### config.mk
export PLATFORM = sky130hd
export DESIGN_NAME = mcc_ctrl
export DESIGN_NICKNAME = d
export VERILOG_FILES = /design/src/design/mcc_pkg.sv /design/src/design/mcc_ctrl.sv
export SDC_FILE = /design/constraint.sdc
export NUM_CORES = 1
export LEC_CHECK = 0
export BUFFER_PORTS_ARGS = -buffer_cell sky130_fd_sc_hd__buf_4
export CORE_AREA = 2 2 39 41
export CTS_CLUSTER_SIZE = 16
export DETAILED_ROUTE_END_ITERATION = 8
export DIE_AREA = 0 0 41 43
export PLACE_DENSITY = 0.39
export SYNTH_ARGS = -nofsm -noshare
export SYNTH_HDL_FRONTEND = slang
export SYNTH_SLANG_ARGS = --single-unit
### constraint.sdc
create_clock -name clk -period 1.2 [get_ports clk]
set_clock_uncertainty 0.2 [all_clocks]
set_input_delay 0.18 -clock clk [delete_from_list [all_inputs] [get_ports clk]]
set_output_delay 0.18 -clock clk [all_outputs]
set_load 0.01 [all_outputs]
### src/design/mcc_pkg.sv
// Shared types and constants for the minimum coin change block.
// Used by the interfaces, the controller, the datapath and the top level.
`default_nettype none

package mcc_pkg;

    localparam int AMT_W     = 10;
    localparam int COIN_W    = 10;
    localparam int CNT_W     = 11;
    localparam int NUM_COINS = 3;
    localparam int COIN_SEL_W = 2;
    localparam int CFG_IDX_W = 2;
    localparam int DEPTH     = 1 << AMT_W;

    // Table value that marks an amount no coin combination can make.
    localparam logic [CNT_W-1:0] NO_WAY = {CNT_W{1'b1}};

    typedef logic [COIN_W-1:0] coin_t;

    localparam coin_t COIN_RESET [NUM_COINS] = '{10'd1, 10'd3, 10'd4};

    localparam logic [COIN_SEL_W-1:0] LAST_COIN = COIN_SEL_W'(NUM_COINS - 1);

    typedef struct packed {
        logic start;
        logic init;
        logic run;
        logic drain;
        logic load_out;
    } mcc_cmd_t;

    typedef struct packed {
        logic last;
        logic amt_zero;
        logic out_free;
    } mcc_status_t;

endpackage

`default_nettype wire

### src/design/mcc_ctrl.sv
// Controller state machine for the minimum coin change block.
// Depends on mcc_pkg for the command and status structs.
`default_nettype none

module mcc_ctrl (
    input  wire logic                 clk,
    input  wire logic                 rst_n,
    input  wire logic                 query_valid,
    output logic                      query_ready,
    input  wire mcc_pkg::mcc_status_t status,
    output mcc_pkg::mcc_cmd_t         cmd
);

    typedef enum logic [2:0] {
        ST_IDLE,
        ST_INIT,
        ST_RUN,
        ST_DRAIN,
        ST_FINISH
    } state_t;

    state_t state_reg;
    state_t state_next;

    always_comb
    begin
        state_next = state_reg;
        case (state_reg)
            ST_IDLE:
            begin
                if (query_valid)
                    state_next = ST_INIT;
            end
            ST_INIT:
            begin
                state_next = status.amt_zero ? ST_FINISH : ST_RUN;
            end
            ST_RUN:
            begin
                if (status.last)
                    state_next = ST_DRAIN;
            end
            ST_DRAIN:
            begin
                state_next = ST_FINISH;
            end
            ST_FINISH:
            begin
                if (status.out_free)
                    state_next = ST_IDLE;
            end
            default:
            begin
                state_next = ST_IDLE;
            end
        endcase
    end

    always_comb
    begin
        query_ready  = (state_reg == ST_IDLE);
        cmd.start    = (state_reg == ST_IDLE) && query_valid;
        cmd.init     = (state_reg == ST_INIT);
        cmd.run      = (state_reg == ST_RUN);
        cmd.drain    = (state_reg == ST_DRAIN);
        cmd.load_out = (state_reg == ST_FINISH) && status.out_free;
    end

    always_ff @(posedge clk or negedge rst_n)
    begin
        if (!rst_n)
            state_reg <= ST_IDLE;
        else
            state_reg <= state_next;
    end

endmodule

`default_nettype wire

## Word-level counts from Yosys, hierarchy flattened

Index checks and enable logic that the tools add are counted.

- Add/sub/neg operators: 0
- Multipliers: 0
- Div/mod/pow operators: 0
- Magnitude comparators: 0
- Eq/ne operators: 7
- Shift operators: 0
- Multiplexer cells: 5
- Bitwise gates (word level): 0
- Reduce and logical (&&, ||, !) cells: 4

Operators by type and width:

| kind | count |
|---|---|
| $pmux W3 S5 | 1 |
| $mux W3 | 4 |
| $eq A3 B2 Y1 const B | 2 |
| $ne A2 B2 Y1 const B | 3 |
| $eq A3 B1 Y1 const B | 1 |
| $eq A3 B3 Y1 const B | 1 |
| $logic_not A3 Y1 | 1 |
| $reduce_and A3 Y1 | 1 |
| $logic_and A1 B1 Y1 | 2 |

- Flip-flop bits (word level): 3
- Bits in latches: 0
- Bits in writable memories: 0
- Memory bits (read-only): 0
- Bits of input ports: 6
- Output and inout bits: 6
- Logic and storage cells: 17
- Memories: 0

## Logic depth before layout (Yosys ltp)

- Depth after elaboration: 3
- Gate-level depth with buffers: 3
- Mapped depth without buffers: 2

## Worst setup path before layout

Ideal clock, no wire load.

- Kind: reg-to-output
- Start: reg state_reg[1]
- End: out cmd[4] (netlist name)
- Arrival: 1,036 ps
- Required time: 820 ps
- Slack: -216 ps
- Stages on the path, launching flop included: 4
- Buffers on the path: 1
- Cells stage by stage: dfrtp_1 -> buf_6 -> nor3_1 -> and2_1

RTL lines:

| item | line | RTL |
|---|---|---|
| start: declaration | mcc_ctrl.sv:22 | `state_t state_reg;` |
| start signal: assignment | mcc_ctrl.sv:74 | `state_reg <= state_next;` |
| end: declaration | mcc_ctrl.sv:11 | `output mcc_pkg::mcc_cmd_t cmd` |

==> summary.md <==
| Metric | Value |
|---|---|
| Status | `finished, violations left` |
| Failing checks | `setup timing` |
| DIE HEIGHT | `43 um` |
| Syn Area/Cell | `10.4 um^2` |
| Die W | `41 um` |
| Type of the worst min-delay path | `in2reg` |
| Family with the most delay on the worst path | `flip-flops` |
| Max-slew headroom | `0.887` |
| Average wire per cell in the routed design | `11.4 um` |
| Proportion of layout cells with a drive suffix above 1 | `0.800` |
| Global router's overall resource usage | `0.0929` |
| Slew of the pin with the lowest slew margin | `165 ps` |
| Total negative slack | `-2030 ps` |
| Initial Utilization | `0.136` |
| List of most frequent post-synthesis cells | `3 x dfrtp_1, 2 x nor3_1` |
| Boundary pin count | `12` |
| Share of the synthesized area in the top cell type | `0.400` |
| Clock slew at reported path FFs | `40 ps` |
| Final Setup Violations | `7` |
| CTS Sinks | `3` |
| Number of flip-flops in the largest register | `3` |
| CP max stage delay | `460 ps` |
| Async S/R FF share, synth | `1.00` |
| Reg2Reg Setup Slack | `-190 ps` |
| Routed vias | `226` |
| Design area | `422 um^2` |
| Max cap viols | `0` |
| Startpoint Class | `flop` |
| Yosys Warn Count | `0` |
| Final design utilization | `0.305` |
| EDFF count, synth | `0` |
| Post-synthesis mux area share | `0.0533` |
| Hold_sp | `query_valid` |
| DRC Markers | `0` |
| LEAKAGE | `0.196 nW` |
| DP Wirelength | `406 um` |
| CTS buffer count | `3` |
| Final min period | `1540 ps` |
| Clock Latency Late Sink | `230 ps` |
| Detailed Route WL | `641 um` |
| CTS H-tree depth | `1` |
| Post-DP Area | `305 um^2` |
| Leading area contributor after synthesis | `dfrtp_1` |
| Met2 Use GR | `0.153` |
| First-pass GRT wire length | `1.06 mm` |
| PwrDens | `2730 nW/um^2` |
| Sequential-to-total area share from yosys stat | `0.400` |
| R2R Path Start | `state_reg[0]` |
| Fmax | `0.648 GHz` |
| Critical Path RT | `820 ps` |
| Sequential cell area | `78.8 um^2` |
| Root Driver | `clkbuf_4` |
| Antenna viol nets, final | `0` |
| Synthesized net count | `24` |
| Compound-gate portion of the synthesized area | `0.0733` |
| Largest family of logic cells by synthesized area | `simple AND/OR/NAND/NOR gates` |
| Reg2reg path depth | `2` |
| Dpl ws | `-211 ps` |
| CP arrival | `1160 ps` |
| Maximum fanout along the worst path | `6` |
| RePlAce Congestion | `0.711` |
| Row count | `14` |
| # diodes | `0` |
| Capturing point of the worst reg2reg path | `state_reg[2]` |
| Pre-antenna DRT Iters | `2` |
| Max clock buf depth | `2` |
| CTS tree | `built` |
| XOR/XNOR share of the synthesized area | `0` |
| Post-synthesis adder-cell area fraction | `0` |
| RSZ-0062 raised after global routing | `true` |
| Primary FF master, synth | `dfrtp_1` |
| Vias/cell | `4.04` |
| Initial antenna violation count | `0` |
| Vias in the first global route | `253` |
| Synth Area in Simple Gates | `0.393` |
| FF+latch count, synth | `3` |
| Final net count | `47` |
| M3 GR Usage | `0.0157` |
| Largest net degree at the start of global routing | `9` |
| Distinct cell type count after synthesis | `15` |
| Crit-path cells | `buf_6 -> nor3b_2 -> buf_4` |
| # fillers | `149` |
| Crit share post-route | `1.29` |
| Hold depth | `3` |
| Final hold vios | `0` |
| Hold Crit Endpoint | `state_reg[0]` |
| Met1 Use GR | `0.0918` |
| Slew Limit Fails | `0` |
| Slowest library cell on the worst path | `dfrtp_2` |
| Port bufs | `11` |
| Crit end category | `output port` |
| Post-Syn Instances | `18` |
| Worst IR Drop VDD | `0.871 mV` |
| Post-Syn Area | `188 um^2` |
| Total congestion overflow | `0` |
| Multi-input gate area | `129 um^2` |
| Top-count cell post-synth | `dfrtp_1` |
| GRT busiest layer | `met2` |
| Layout area overhead | `125%` |
| Setup CP Type | `reg2out` |
| Die ar. | `1760 um^2` |
| First DRT Iteration DRCs | `2` |
| Final Power | `1.15 mW` |
| Buf+Inv Stages, Crit Path | `2` |
| Synth top area cells | `dfrtp_1 40%, nor3b_2 6.7%, buf_6 6.0%, mux2i_1 5.3%, nor3_1 5.3%` |
| Core box area | `1380 um^2` |
| Final worst slack | `-344 ps` |
[metal layers]
layer	routed length, um	vias to the layer above
li1	-	111
met1	226	110
met2	398	5
met3	16	0
met4	0	0
met5	0	-
[final cells by class]
cell class	count	share of cell area
inverter	1	0.00890
clock buffer	4	0.0623
timing repair buffer	19	0.389
tap	16	0.0475
sequential	3	0.187
multi-input combinational	13	0.306
[cell families (layout without fill, tap and decap cells)]
logic type | after synthesis | count (layout)
compound gates | 2 | 2
buf+inv | 2 | 24
flops | 3 | 3
mux | 1 | 1
simple gates | 10 | 10
[stage by stage]
stage	instances	hold slack, ps
2_1_floorplan	18	-316
3_3_place_gp	45	-231
3_5_place_dp	45	-231
4_1_cts	54	46.6
5_1_grt	56	50.8
6_report	56	38.6
[layout by cell type, fill, tap and decap left out]
| master | instances |
|---|---|
| a31o_1 | 1 |
| and2_1 | 1 |
| and3_2 | 1 |
| buf_4 | 13 |
| buf_6 | 5 |
| clkbuf_1 | 1 |
| clkbuf_4 | 3 |
| dfrtp_2 | 3 |
| dlygate4sd3_1 | 1 |
| inv_2 | 1 |
| mux2i_1 | 1 |
| nor2_1 | 1 |
| nor3_2 | 1 |
| nor3_4 | 1 |
| nor3b_2 | 2 |
| nor4b_2 | 1 |
| o21ai_2 | 1 |
| or2b_1 | 1 |
| or4b_1 | 1 |
[power by group]
group / total (mW) / switching, mW / internal [mW]
Clock: 0.178 / 0.0530 / 0.125
Combinational: 0.690 / 0.243 / 0.448
Sequential: 0.285 / 0.127 / 0.158
Total: 1.15 / 0.423 / 0.730
[tightest hold or removal path, cell delays in order]
cell and delay (ps):
buf_4 80, mux2i_1 60, nor3_2 100
[how the worst max path moves through the flow]
| stage | to | from | cells past startpoint |
|---|---|---|---|
| after floorplan | cmd[0] | state_reg[2] | 2 |
| after global placement | cmd[0] | state_reg[2] | 3 |
| after detailed placement | state_reg[2] | state_reg[1] | 2 |
| after global routing | cmd[4] | state_reg[0] | 3 |
| after CTS | cmd[2] | state_reg[2] | 3 |
| final | cmd[2] | state_reg[2] | 3 |
[timing repair]
action                     in CTS  in global routing
gates resized for setup         8                  5
buffers inserted                4                  2
hold buffers                    1                  0
pin swaps                       2                  1
hold endpoints to repair        3                  0
setup endpoints to repair       8                  8
No activity file was read; power rests on OpenSTA's default activity.
